[src/rtl/assert_macros.svh]
// assertion macros shared by the highlighter rtl
`ifndef ASSERT_MACROS_SVH
`define ASSERT_MACROS_SVH

// plain property check, clocked on i_clk, off during reset
`define MKLH_ASSERT(lbl, prop, msg) \
    lbl: assert property (@(posedge i_clk) disable iff (!i_rst_n) (prop)) \
        else $error(msg);

// condition in one cycle implies a consequence in the next
`define MKLH_ASSERT_NEXT(lbl, ante, cons, msg) \
    lbl: assert property (@(posedge i_clk) disable iff (!i_rst_n) (ante) |=> (cons)) \
        else $error(msg);

`endif

[src/rtl/mklh_pkg.sv]
// shared types and constants of the multi keyword line highlighter
`default_nettype none
package mklh_pkg;

    localparam int CHAR_W           = 8;
    localparam int STYLE_W          = 4;
    localparam int KW_W             = 2;
    localparam int LEN_W            = 4;
    localparam int COUNT_W          = 3;
    localparam int CFG_DATA_W       = 64;
    localparam int CFG_INDEX_W      = 3;
    localparam int DEF_MAX_PATTERN  = 8;
    localparam int DEF_NUM_KEYWORDS = 4;

    localparam logic [STYLE_W-1:0] MAX_STYLE = 4'd11;

    localparam logic [CFG_INDEX_W-1:0] REG_PATTERN_ZERO = 3'd0;
    localparam logic [CFG_INDEX_W-1:0] REG_LENGTHS      = 3'd4;
    localparam logic [CFG_INDEX_W-1:0] REG_STYLES       = 3'd5;
    localparam logic [CFG_INDEX_W-1:0] REG_COUNT        = 3'd6;

    typedef struct packed {
        logic [CHAR_W-1:0]  char_out;
        logic               highlighted;
        logic [STYLE_W-1:0] style_index;
        logic [KW_W-1:0]    keyword_index;
        logic               match_begin;
        logic               match_finish;
        logic               line_last;
        logic               line_had_match;
    } t_result;

    typedef struct packed {
        logic accept;
        logic shift;
    } t_cell_ctrl;

endpackage
`default_nettype wire

[src/rtl/mklh_cell.sv]
// one window cell: holds a character, compares it with the byte at its position in every keyword
`default_nettype none
module mklh_cell #(
    parameter int NUM_KEYWORDS = mklh_pkg::DEF_NUM_KEYWORDS
) (
    input  wire                                          i_clk,
    input  wire                                          i_rst_n,
    input  mklh_pkg::t_cell_ctrl                         i_ctrl,
    input  wire [mklh_pkg::CHAR_W-1:0]                   i_char_in,
    input  wire                                          i_prev_valid,
    input  wire [mklh_pkg::CHAR_W-1:0]                   i_next_char,
    input  wire                                          i_next_valid,
    input  wire [NUM_KEYWORDS-1:0][mklh_pkg::CHAR_W-1:0] i_pattern,
    output logic                                         o_valid,
    output logic [mklh_pkg::CHAR_W-1:0]                  o_view_char,
    output logic                                         o_view_valid,
    output logic [NUM_KEYWORDS-1:0]                      o_eq
);
    import mklh_pkg::*;

    logic              r_valid;
    logic              n_valid;
    logic [CHAR_W-1:0] r_char;
    logic [CHAR_W-1:0] n_char;
    logic              ins;

    // first empty cell takes the new character
    assign ins          = i_ctrl.accept && !r_valid && i_prev_valid;
    assign o_view_valid = r_valid || ins;
    assign o_view_char  = r_valid ? r_char : i_char_in;
    assign o_valid      = r_valid;

    always_comb begin
        for (int k = 0; k < NUM_KEYWORDS; k++) begin
            o_eq[k] = (o_view_char == i_pattern[k]);
        end
    end

    always_comb begin
        n_valid = r_valid;
        n_char  = r_char;
        if (i_ctrl.shift) begin
            n_valid = i_next_valid;
            n_char  = i_next_char;
        end else if (ins) begin
            n_valid = 1'b1;
            n_char  = i_char_in;
        end
    end

    always_ff @(posedge i_clk) begin
        if (!i_rst_n) begin
            r_valid <= 1'b0;
        end else begin
            r_valid <= n_valid;
        end
    end

    always_ff @(posedge i_clk) begin
        r_char <= n_char;
    end

endmodule
`default_nettype wire

[src/rtl/mklh_outbuf.sv]
// output register with skid stage for result transactions
`default_nettype none
module mklh_outbuf (
    input  wire               i_clk,
    input  wire               i_rst_n,
    input  wire               i_valid,
    output logic              o_ready,
    input  mklh_pkg::t_result i_data,
    output logic              o_valid,
    input  wire               i_ready,
    output mklh_pkg::t_result o_data
);
    import mklh_pkg::*;

    logic    r_main_valid;
    logic    n_main_valid;
    logic    r_skid_valid;
    logic    n_skid_valid;
    t_result r_main;
    t_result n_main;
    t_result r_skid;
    t_result n_skid;
    logic    pop;

    assign pop     = r_main_valid && i_ready;
    assign o_ready = !r_skid_valid;
    assign o_valid = r_main_valid;
    assign o_data  = r_main;

    always_comb begin
        n_main_valid = r_main_valid;
        n_skid_valid = r_skid_valid;
        n_main       = r_main;
        n_skid       = r_skid;
        if (r_skid_valid) begin
            if (pop) begin
                n_main       = r_skid;
                n_skid_valid = 1'b0;
            end
        end else if (i_valid && (!r_main_valid || pop)) begin
            n_main       = i_data;
            n_main_valid = 1'b1;
        end else if (i_valid) begin
            n_skid       = i_data;
            n_skid_valid = 1'b1;
        end else if (pop) begin
            n_main_valid = 1'b0;
        end
    end

    always_ff @(posedge i_clk) begin
        if (!i_rst_n) begin
            r_main_valid <= 1'b0;
            r_skid_valid <= 1'b0;
        end else begin
            r_main_valid <= n_main_valid;
            r_skid_valid <= n_skid_valid;
        end
    end

    always_ff @(posedge i_clk) begin
        r_main <= n_main;
        r_skid <= n_skid;
    end

endmodule
`default_nettype wire

[src/rtl/multi_keyword_line_highlighter_core.sv]
// top level: keyword window chain, match priority, line flush and output stage
// a character is emitted in the cycle in which MAX_PATTERN-1 later characters are taken,
//   or at line end; the result is then held in the output register before it leaves
// throughput: one character per cycle while the output stage is ready; a line end holds
//   off input while the characters left in the window drain, one per cycle
// reset clears the window, match state, line flush, output stage and config registers
`default_nettype none
`include "assert_macros.svh"
module multi_keyword_line_highlighter_core #(
    parameter int MAX_PATTERN  = mklh_pkg::DEF_MAX_PATTERN,
    parameter int NUM_KEYWORDS = mklh_pkg::DEF_NUM_KEYWORDS
) (
    input  wire                                i_clk,
    input  wire                                i_rst_n,
    input  wire                                i_cfg_we,
    input  wire [mklh_pkg::CFG_INDEX_W-1:0]    i_cfg_index,
    input  wire [mklh_pkg::CFG_DATA_W-1:0]     i_cfg_data,
    input  wire                                i_in_valid,
    output logic                               o_in_ready,
    input  wire [mklh_pkg::CHAR_W-1:0]         i_char_in,
    input  wire                                i_line_end,
    output logic                               o_out_valid,
    input  wire                                i_out_ready,
    output logic [mklh_pkg::CHAR_W-1:0]        o_char_out,
    output logic                               o_highlighted,
    output logic [mklh_pkg::STYLE_W-1:0]       o_style_index,
    output logic [mklh_pkg::KW_W-1:0]          o_keyword_index,
    output logic                               o_match_begin,
    output logic                               o_match_finish,
    output logic                               o_line_last,
    output logic                               o_line_had_match
);
    import mklh_pkg::*;

    localparam int HLW = $clog2(MAX_PATTERN);

    // configuration
    logic [NUM_KEYWORDS-1:0][MAX_PATTERN-1:0][CHAR_W-1:0] r_pattern;
    logic [NUM_KEYWORDS-1:0][LEN_W-1:0]                   r_lengths;
    logic [NUM_KEYWORDS-1:0][STYLE_W-1:0]                 r_styles;
    logic [COUNT_W-1:0]                                   r_count;

    // match and line state
    logic               r_flush;
    logic               n_flush;
    logic [HLW-1:0]     r_hl_left;
    logic [HLW-1:0]     n_hl_left;
    logic [STYLE_W-1:0] r_style;
    logic [STYLE_W-1:0] n_style;
    logic [KW_W-1:0]    r_kw;
    logic [KW_W-1:0]    n_kw;
    logic               r_any;
    logic               n_any;

    // chain
    t_cell_ctrl                                           cell_ctrl;
    logic [MAX_PATTERN-1:0]                               cell_valid;
    logic [MAX_PATTERN-1:0]                               view_valid;
    logic [MAX_PATTERN-1:0][CHAR_W-1:0]                   view_char;
    logic [MAX_PATTERN-1:0][NUM_KEYWORDS-1:0]             eq;
    logic [MAX_PATTERN-1:0][NUM_KEYWORDS-1:0][CHAR_W-1:0] pat_col;
    logic [MAX_PATTERN-1:0]                               prev_valid;
    logic [MAX_PATTERN-1:0]                               next_valid;
    logic [MAX_PATTERN-1:0][CHAR_W-1:0]                   next_char;

    logic               accept;
    logic               buf_ready;
    logic               end_mode;
    logic               emit;
    logic               last;
    logic [NUM_KEYWORDS-1:0] hit;
    logic               hit_any;
    logic [KW_W-1:0]    win_idx;
    logic [LEN_W-1:0]   win_len;
    logic [STYLE_W-1:0] win_style_raw;
    logic [STYLE_W-1:0] win_style;
    t_result            res;
    t_result            out_res;

    assign o_in_ready = !r_flush && buf_ready;
    assign accept     = i_in_valid && o_in_ready;
    assign end_mode   = r_flush || (accept && i_line_end);
    assign emit       = buf_ready &&
                        (r_flush || (accept && (i_line_end || view_valid[MAX_PATTERN-1])));
    assign last       = end_mode && !view_valid[1];

    assign cell_ctrl.accept = accept;
    assign cell_ctrl.shift  = emit;

    always_ff @(posedge i_clk) begin
        if (!i_rst_n) begin
            r_pattern <= '0;
            r_lengths <= '0;
            r_styles  <= '0;
            r_count   <= '0;
        end else if (i_cfg_we) begin
            case (i_cfg_index)
                REG_LENGTHS: r_lengths <= i_cfg_data[NUM_KEYWORDS*LEN_W-1:0];
                REG_STYLES:  r_styles  <= i_cfg_data[NUM_KEYWORDS*STYLE_W-1:0];
                REG_COUNT:   r_count   <= i_cfg_data[COUNT_W-1:0];
                default: begin
                    for (int k = 0; k < NUM_KEYWORDS; k++) begin
                        if (i_cfg_index == REG_PATTERN_ZERO + CFG_INDEX_W'(k)) begin
                            r_pattern[k] <= i_cfg_data[MAX_PATTERN*CHAR_W-1:0];
                        end
                    end
                end
            endcase
        end
    end

    for (genvar i = 0; i < MAX_PATTERN; i++) begin : g_cell
        if (i == 0) begin : g_head
            assign prev_valid[i] = 1'b1;
        end else begin : g_body
            assign prev_valid[i] = cell_valid[i-1];
        end
        if (i == MAX_PATTERN - 1) begin : g_tail
            assign next_valid[i] = 1'b0;
            assign next_char[i]  = '0;
        end else begin : g_link
            assign next_valid[i] = view_valid[i+1];
            assign next_char[i]  = view_char[i+1];
        end
        for (genvar k = 0; k < NUM_KEYWORDS; k++) begin : g_pat
            assign pat_col[i][k] = r_pattern[k][i];
        end

        mklh_cell #(
            .NUM_KEYWORDS(NUM_KEYWORDS)
        ) u_cell (
            .i_clk        (i_clk),
            .i_rst_n      (i_rst_n),
            .i_ctrl       (cell_ctrl),
            .i_char_in    (i_char_in),
            .i_prev_valid (prev_valid[i]),
            .i_next_char  (next_char[i]),
            .i_next_valid (next_valid[i]),
            .i_pattern    (pat_col[i]),
            .o_valid      (cell_valid[i]),
            .o_view_char  (view_char[i]),
            .o_view_valid (view_valid[i]),
            .o_eq         (eq[i])
        );
    end

    // keyword hits at the window head
    always_comb begin
        logic all_ok;
        all_ok = 1'b1;
        for (int k = 0; k < NUM_KEYWORDS; k++) begin
            all_ok = 1'b1;
            for (int i = 0; i < MAX_PATTERN; i++) begin
                if (LEN_W'(i) < r_lengths[k]) begin
                    all_ok = all_ok && view_valid[i] && eq[i][k];
                end
            end
            hit[k] = all_ok && (r_lengths[k] != '0) &&
                     (r_lengths[k] <= LEN_W'(MAX_PATTERN)) && (r_count > COUNT_W'(k));
        end
    end

    // lowest index wins
    always_comb begin
        win_idx       = '0;
        win_len       = '0;
        win_style_raw = '0;
        for (int k = NUM_KEYWORDS - 1; k >= 0; k--) begin
            if (hit[k]) begin
                win_idx       = KW_W'(k);
                win_len       = r_lengths[k];
                win_style_raw = r_styles[k];
            end
        end
    end

    assign hit_any   = |hit;
    assign win_style = (win_style_raw > MAX_STYLE) ? MAX_STYLE : win_style_raw;

    always_comb begin
        res           = '0;
        res.char_out  = view_char[0];
        n_hl_left     = r_hl_left;
        n_style       = r_style;
        n_kw          = r_kw;
        n_any         = r_any;
        n_flush       = r_flush;
        if (emit) begin
            if (r_hl_left != '0) begin
                res.highlighted   = 1'b1;
                res.style_index   = r_style;
                res.keyword_index = r_kw;
                res.match_finish  = (r_hl_left == HLW'(1));
                n_hl_left         = r_hl_left - HLW'(1);
            end else if (hit_any) begin
                res.highlighted   = 1'b1;
                res.style_index   = win_style;
                res.keyword_index = win_idx;
                res.match_begin   = 1'b1;
                res.match_finish  = (win_len == LEN_W'(1));
                n_hl_left         = HLW'(win_len - LEN_W'(1));
                n_style           = win_style;
                n_kw              = win_idx;
                n_any             = 1'b1;
            end
            res.line_last      = last;
            res.line_had_match = last && n_any;
            if (end_mode) begin
                n_flush = view_valid[1];
            end
            if (last) begin
                n_hl_left = '0;
                n_style   = '0;
                n_kw      = '0;
                n_any     = 1'b0;
            end
        end
    end

    always_ff @(posedge i_clk) begin
        if (!i_rst_n) begin
            r_flush   <= 1'b0;
            r_hl_left <= '0;
            r_style   <= '0;
            r_kw      <= '0;
            r_any     <= 1'b0;
        end else begin
            r_flush   <= n_flush;
            r_hl_left <= n_hl_left;
            r_style   <= n_style;
            r_kw      <= n_kw;
            r_any     <= n_any;
        end
    end

    mklh_outbuf u_outbuf (
        .i_clk   (i_clk),
        .i_rst_n (i_rst_n),
        .i_valid (emit),
        .o_ready (buf_ready),
        .i_data  (res),
        .o_valid (o_out_valid),
        .i_ready (i_out_ready),
        .o_data  (out_res)
    );

    assign o_char_out       = out_res.char_out;
    assign o_highlighted    = out_res.highlighted;
    assign o_style_index    = out_res.style_index;
    assign o_keyword_index  = out_res.keyword_index;
    assign o_match_begin    = out_res.match_begin;
    assign o_match_finish   = out_res.match_finish;
    assign o_line_last      = out_res.line_last;
    assign o_line_had_match = out_res.line_had_match;

    `MKLH_ASSERT(a_window_packed, ((cell_valid & (cell_valid + MAX_PATTERN'(1))) == '0), "window cells not packed at head")
    `MKLH_ASSERT(a_flush_head, (!r_flush || view_valid[0]), "flush with empty window")
    `MKLH_ASSERT(a_match_seen, ((r_hl_left == '0) || r_any), "match in progress without match flag")
    `MKLH_ASSERT_NEXT(a_line_clear, (emit && last), ((r_hl_left == '0) && !r_any && !r_flush && (cell_valid == '0)), "line state not cleared after line end")

endmodule
`default_nettype wire
[config.mk]
export PLATFORM = sky130hd
export DESIGN_NAME = multi_keyword_line_highlighter_core
export DESIGN_NICKNAME = d
export VERILOG_FILES = /design/src/rtl/mklh_pkg.sv /design/src/rtl/mklh_cell.sv /design/src/rtl/mklh_outbuf.sv /design/src/rtl/multi_keyword_line_highlighter_core.sv
export VERILOG_INCLUDE_DIRS = /design/src /design/src/rtl
export SDC_FILE = /design/constraint.sdc
export NUM_CORES = 1
export LEC_CHECK = 0
export ABC_CLOCK_PERIOD_IN_PS = 3500
export BUFFER_PORTS_ARGS = -buffer_cell sky130_fd_sc_hd__buf_2
export CORE_MARGIN = 5
export CORE_UTILIZATION = 50
export CTS_BUF_LIST = sky130_fd_sc_hd__clkbuf_4 sky130_fd_sc_hd__clkbuf_8 sky130_fd_sc_hd__clkbuf_16
export DETAILED_ROUTE_END_ITERATION = 6
export PLACE_DENSITY = 0.7
export SETUP_SLACK_MARGIN = 0.02
export SLEW_MARGIN = 10
export SYNTH_ARGS = -nofsm -noshare
export SYNTH_HDL_FRONTEND = slang
export SYNTH_SLANG_ARGS = --single-unit
[constraint.sdc]
create_clock -name i_clk -period 3.5 [get_ports i_clk]
set_input_delay 0.35 -clock i_clk [delete_from_list [all_inputs] [get_ports i_clk]]
set_output_delay 0.35 -clock i_clk [all_outputs]
set_load 0.03 [all_outputs]
==> results_dict.tcl, run 1 <==
set metrics [dict create \
    status "finished, violations left" \
    violations "negative setup slack" \
    min_period_ns 3.92 \
    slowest_stage "nor4_1" \
    num-fill-cells 3268 \
    max_slew_margin_pct 18.7 \
    clock_path_buffers 3 \
    yosysSeqAreaShare_pct 45.8 \
    layout-drive-gt1-share_pct 26.8 \
    grt_pass1_wl_mm 97.6 \
    dpl-instance-area_um2 23100 \
    timing.rr.start "g_cell[7].u_cell.o_valid" \
    ff2ff_path_depth 16 \
    grt_max_degree 128 \
    ys.flop_type "dfxtp_1" \
    core_area_um2 39800 \
    ys_ff_latch 414 \
    drt-total-wl_mm 62.8 \
    dp_hpwl_mm 43.4 \
    regToRegSetupSlack_ns -0.42 \
    r2r-end "r_hl_left[2]" \
    fp.dieW_um 211 \
    setup_slack_ns -0.425 \
    clock-sinks 414 \
    grtUsageTotal_pct 27.3 \
    viasPerCell 5.65 \
    timing.fmax_ghz 0.255 \
    drv_cap 0 \
    slowest_delay_ns 0.40 \
    crit_top_cell "buf_4" \
    worst_slew_pin_slew_ns 1.21 \
    htreeDepth 2 \
    cts_tree "done" \
    cts.clk_slew.worst_paths_ns 0.06 \
    die_h_um 211 \
    arrival_ns 4.39 \
    syn_to_final_growth_pct 26.5 \
    finalHoldViolations 0 \
    syn_area_um2 20100 \
    rsz0062_at_grt "true" \
    critPathKind "reg2reg" \
    dp.cells 3041 \
    critical_path_required_ns 3.96 \
    avgSynthCellArea_um2 8.83 \
    yosysWarnings 0 \
    grt_overflow 0 \
    wl_per_cell_um 19.9 \
    worstSetupEndpoint "r_hl_left[2]" \
    numPortBuffers 101 \
    dieArea_um2 44400 \
    fin_crit_sh_pct 112 \
    cts-root-buf "clkbuf_16" \
    crit_start "g_cell[7].u_cell.o_valid" \
    final_area_um2 25500 \
    critPathLaunchType "register" \
    cp-end-kind "register" \
    multi_input_comb_area_um2 11000 \
    power_density_nw_per_um2 495 \
    async_flop_share_pct 0 \
    power_leakage_nw 9.21 \
    fin_skew_ns 0.0121 \
    synth-edff-count 94 \
    fp-row-count 73 \
    grt_pass1_vias 17400 \
    final_nets 2683 \
    syn_nets 2366 \
    routabilityCongestion 0.995 \
    path_cells "buf_8 > mux2i_4 > buf_6 > xnor2_1 > nor4_1 > a31oi_2 > nor4_2 > buf_4 > buf_4 > nand3_1 > o2111a_1 > a211oi_1 > buf_4 > mux2i_1 > a31oi_1 > a221oi_1" \
    initial_utilization_pct 50.6 \
    antenna_found_initial 1 \
    hp-class "in2reg" \
    setup_viol 23 \
    vias 17800 \
    drc 0 \
    seqCellArea_um2 9240 \
    synthCells 2280 \
    critPathMaxFanout 6 \
    fin_cells 3155 \
    firstDrtPassIters 5 \
    synth_cell_types 73 \
    cts_buffers 44 \
    io_pins 102 \
    drtAntennaViolNets 0 \
    irDropWorstVdd_uv 473 \
    maxSlewViolCount 0 \
    clkLatencyLatePin_ns 0.57 \
    drtIter0Drc 1602 \
]
[worst min-delay path by stage]
stage	from	end	slack, ns	depth (start not counted)
global placement	r_style[3]	r_style[3]	0.44	2
floorplan	r_styles[8]	r_styles[8]	0.43	2
finish	i_cfg_data[30]	pat_col[126]	0.05	3
CTS	i_cfg_data[41]	pat_col[169]	0.02	3
detailed placement	r_styles[7]	r_styles[7]	0.45	2
global route	i_cfg_data[36]	pat_col[132]	0.04	3
[registers in the layout, summed over array words and instances (netlist names), 4 cells and up]
name                   count
r_styles                  16
g_cell.u_cell.r_char      64
r_lengths                 16
u_outbuf.o_data           19
g_cell.u_cell.o_valid      8
pat_col                  256
r_style                    4
u_outbuf.r_skid           19
[power breakdown]
group / internal [mW] / total, mW / switching, mW / leakage [nW]
sequential: 5.19 / 5.38 / 0.190 / 3.49
combinational: 1.25 / 2.67 / 1.42 / 5.02
clock: 2.61 / 4.55 / 1.94 / 0.712
total: 9.05 / 12.6 / 3.55 / 9.21
[critical path, delay by kind of cell, from the launching register on]
kind | cells | cell delay [ns]
AND/OR/NAND/NOR | 3 | 0.88
multiplexers | 2 | 0.53
flip-flops | 1 | 0.35
XOR/XNOR | 1 | 0.09
buffers and inverters | 5 | 0.78
AO/OA/AOI/OAI | 5 | 1.17
[per-layer routing]
layer  part of all wire [%]  track usage (%)  wire length [µm]
met1                     42             37.3             26400
met2                     47             45.4             29800
met3                    7.6             4.23              4780
met4                    2.9             7.65              1800
met5                      0                0                 0
[cell families after synthesis]
kind of cell | after synthesis | synth area share [%]
xor+xnor | 258 | 11.2
compound gates | 416 | 11.7
simple gates | 883 | 19.0
buf+inv | 164 | 3.56
flops | 414 | 45.8
fa+ha+maj | 5 | 0.311
mux | 140 | 8.33
[placed cells by master, fill, tap and decap left out, drive strengths merged, types with 4 or more instances in the layout]
cell	n
nand2	630
buf	409
dfxtp	320
a21oi	317
xnor2	206
edfxtp	94
mux2i	79
clkbuf	62
mux2	61
xor2	52
nor2	52
nor4	45
nand3	38
nor3	32
inv	25
nand4	21
o21ai	21
clkinv	16
a21o	15
a31oi	15
nand3b	11
and3	10
nand2b	9
or3	9
a211oi	9
and2	9
a22oi	5
or4	5
ha	5
nor2b	4
o41ai	4
[synth_stat cells (all sizes together) (38+ instances only)]
| cell type | n | share of area, % |
|---|---|---|
| a21oi | 317 | 7.9 |
| clkbuf | 107 | 2.0 |
| dfxtp | 320 | 32 |
| edfxtp | 94 | 14 |
| mux2 | 61 | 3.4 |
| mux2i | 79 | 4.9 |
| nand2 | 630 | 12 |
| nand3 | 38 | 0.99 |
| nor2 | 52 | 1.0 |
| nor4 | 45 | 1.6 |
| xnor2 | 206 | 9.0 |
| xor2 | 52 | 2.3 |
[area by class of cell]
cell class | instances | area share [%]
clock inverters | 16 | 0.295
well taps | 525 | 2.58
multi-input cells | 1702 | 43.1
diodes | 1 | 0.00983
clock buffers | 62 | 5.16
inverters | 25 | 0.398
repair buffers | 410 | 12.2
flip-flops and latches | 414 | 36.3
[per-stage QoR]
stage                     setup WS [ns]  hold slack (ns)  setup TNS, ns  total power [mW]  util (%)
after floorplan                  0.0232            0.432              0              6.85         -
after global placement           -0.725            0.443          -6.36              7.86      58.0
after detailed placement         -0.644            0.452          -8.32              7.90      58.0
after CTS                        -0.275           0.0242          -1.02              12.5      62.6
after global routing             -0.732           0.0400          -9.91              13.0      63.9
final                            -0.425           0.0533          -4.06              12.6      63.9
[repair_timing]
action                                  in CTS  in global routing
hold buffers                                 1                  0
setup buffers                               11                 24
endpoints found under the hold margin        1                  0
gates resized for setup                     64                 69
pin swaps                                   21                 33
endpoints found under the setup margin      30                 28
(Power assumes the default switching activity.)
==> run 2, diff against run 1 <==
--- a/config.mk
+++ b/config.mk
@@ -12,6 +12,7 @@
 export CORE_UTILIZATION = 50
 export CTS_BUF_LIST = sky130_fd_sc_hd__clkbuf_4 sky130_fd_sc_hd__clkbuf_8 sky130_fd_sc_hd__clkbuf_16
 export DETAILED_ROUTE_END_ITERATION = 6
+export GPL_TIMING_DRIVEN = 0
 export PLACE_DENSITY = 0.7
 export SETUP_SLACK_MARGIN = 0.02
 export SLEW_MARGIN = 10
==> run 2 against run 1 <==
The run still ends with negative setup slack left. Routed wire length rose by 12%. Worst hold slack got worse by 0.021 ns. Via count rose by 1.4%. Total power rose by 1.7%. Critical endpoint unchanged.
==> results_dict.tcl, run 2 (synthesis gave the netlist of run 1 again) <==
set metrics [dict create \
    viasPerCell 5.83 \
    grt_pass1_wl_mm 105 \
    final_core_util_pct 63.0 \
    final_common_cell "nand2_1" \
    regToRegSetupSlack_ns -0.59 \
    violations "negative setup slack" \
    grt_pass1_vias 17800 \
    finalHoldViolations 0 \
    initial_utilization_pct 50.6 \
    critPathKind "reg2reg" \
    final_cell_mix "nand2_1, dfxtp_1, a21oi_1" \
    fin_cells 3102 \
    dieArea_um2 44400 \
    cts_tree "done" \
    cts_buffers 45 \
    routabilityCongestion 0.960 \
    cts.clk_slew.worst_paths_ns 0.06 \
    clock_path_buffers 3 \
    arrival_ns 4.55 \
    drt-total-wl_mm 70.2 \
    status "finished, violations left" \
    power_leakage_nw 8.59 \
    grtUsageTotal_pct 30.7 \
    rsz0062_at_grt "true" \
    wl_per_cell_um 22.6 \
    cp-end-kind "register" \
    die_h_um 211 \
    critPathMaxFanout 6 \
    setup_viol 16 \
    drc 0 \
    critPathLaunchType "register" \
    clkLatencyLatePin_ns 0.59 \
    crit_start "u_outbuf.r_skid_valid" \
    pre_cts_ws_ns -1.41 \
    hp-class "in2reg" \
    r2r-end "r_hl_left[2]" \
    irDropWorstVdd_uv 410 \
    ff2ff_path_depth 18 \
    vias 18100 \
    drv_cap 0 \
    fin_setup_tns_ns -3.45 \
    power_mw 12.8 \
    power_density_nw_per_um2 511 \
    drtIter0Drc 1757 \
    antennaDiodeCount 0 \
    layout-drive-gt1-share_pct 22.0 \
    core_area_um2 39800 \
    antenna_found_initial 2 \
    worstSetupEndpoint "r_hl_left[2]" \
    setup_slack_ns -0.591 \
    min_from "i_cfg_data[20]" \
    grt_max_degree 20 \
    min_period_ns 4.09 \
    timing.fmax_ghz 0.244 \
    num-fill-cells 3260 \
    firstDrtPassIters 6 \
    critical_path_required_ns 3.96 \
    drtAntennaViolNets 0 \
    htreeDepth 2 \
    maxSlewViolCount 0 \
    max_slew_margin_pct 14.9 \
    io_pins 102 \
    fp-row-count 73 \
    fin_crit_sh_pct 117 \
    clock-sinks 414 \
    syn_to_final_growth_pct 24.5 \
    timing.rr.start "u_outbuf.r_skid_valid" \
    largest_register_ffs 256 \
    dp.cells 2907 \
    final_nets 2628 \
    fp.dieW_um 211 \
    cts-root-buf "clkbuf_16" \
    worst_slew_pin_slew_ns 1.28 \
    dp_hpwl_mm 49.5 \
    numPortBuffers 99 \
    fin_skew_ns 0.0230 \
    grt_overflow 0 \
]
[run 2: cell types whose count changed in the layout (fill, tap and decap cells not counted), sizes merged]
cell	change
inv	+2
buf	-161
clkbuf	+119
clkinv	-13
diode	-1
clkinvlp	+1
[run 2: worst min-delay path by stage]
stage	endpoint	slack (ns)	cells past startpoint
after CTS	pat_col[84]	0.02	3
after detailed placement	r_style[3]	0.45	2
after floorplan	r_styles[8]	0.43	2
final	pat_col[92]	0.03	3
after global routing	pat_col[92]	0.03	3
after global placement	r_style[3]	0.44	2
[run 2: what timing repair did]
action | CTS | global route
pin swaps | 67 | 23
hold endpoints to repair | 1 | 0
buffers inserted | 91 | 25
gates resized for setup | 203 | 29
endpoints found under the setup margin | 192 | 87
hold buffers | 1 | 0
[run 2: layout make-up]
cell class | count | area (µm²) | share of cell area [%]
sequential | 414 | 9240 | 36.9
clock buffer | 76 | 1460 | 5.81
multi-input combinational | 1702 | 11400 | 45.5
clock inverter | 6 | 40.0 | 0.160
timing repair buffer | 216 | 1440 | 5.75
inverter | 25 | 93.8 | 0.374
tap | 525 | 657 | 2.62
buffer | 138 | 733 | 2.92
[run 2: routing by layer]
metal,routed length [µm],vias up,track usage (%),part of all wire [%]
li1,-,8286,-,-
met1,28200,8665,39.8,40
met2,31900,891,49.9,45
met3,6340,226,6.43,9.0
met4,3730,4,13.7,5.3
met5,28,-,0,0.040
[run 2: stage by stage]
| stage | hold slack (ns) | cell area (µm²) |
|---|---|---|
| floorplan | 0.432 | 20300 |
| global placement | 0.444 | 21400 |
| detailed placement | 0.452 | 21500 |
| CTS | 0.0219 | 24800 |
| global route | 0.0345 | 25100 |
| finish | 0.0321 | 25100 |
[run 2: worst max-delay path, cell delays in order, from the launching register on]
cell      delay, ns
dfxtp_2        0.31
buf_6          0.13
nor3b_4        0.27
buf_6          0.16
buf_4          0.17
a21oi_4        0.10
or4_4          0.59
o31ai_4        0.33
nand4_1        0.17
or3b_4         0.43
a21o_1         0.22
a21oi_2        0.15
a21oi_2        0.06
ha_2           0.22
nor2_1         0.15
o21ai_1        0.09
nand3_1        0.08
o21ai_1        0.06
a221oi_1       0.26
[run 2: power breakdown]
part,leakage (nW),internal (mW),total [mW],switching (mW)
registers,3.49,5.19,5.39,0.203
clock network,0.759,2.83,4.80,1.97
logic,4.35,1.10,2.62,1.52
total,8.59,9.12,12.8,3.70
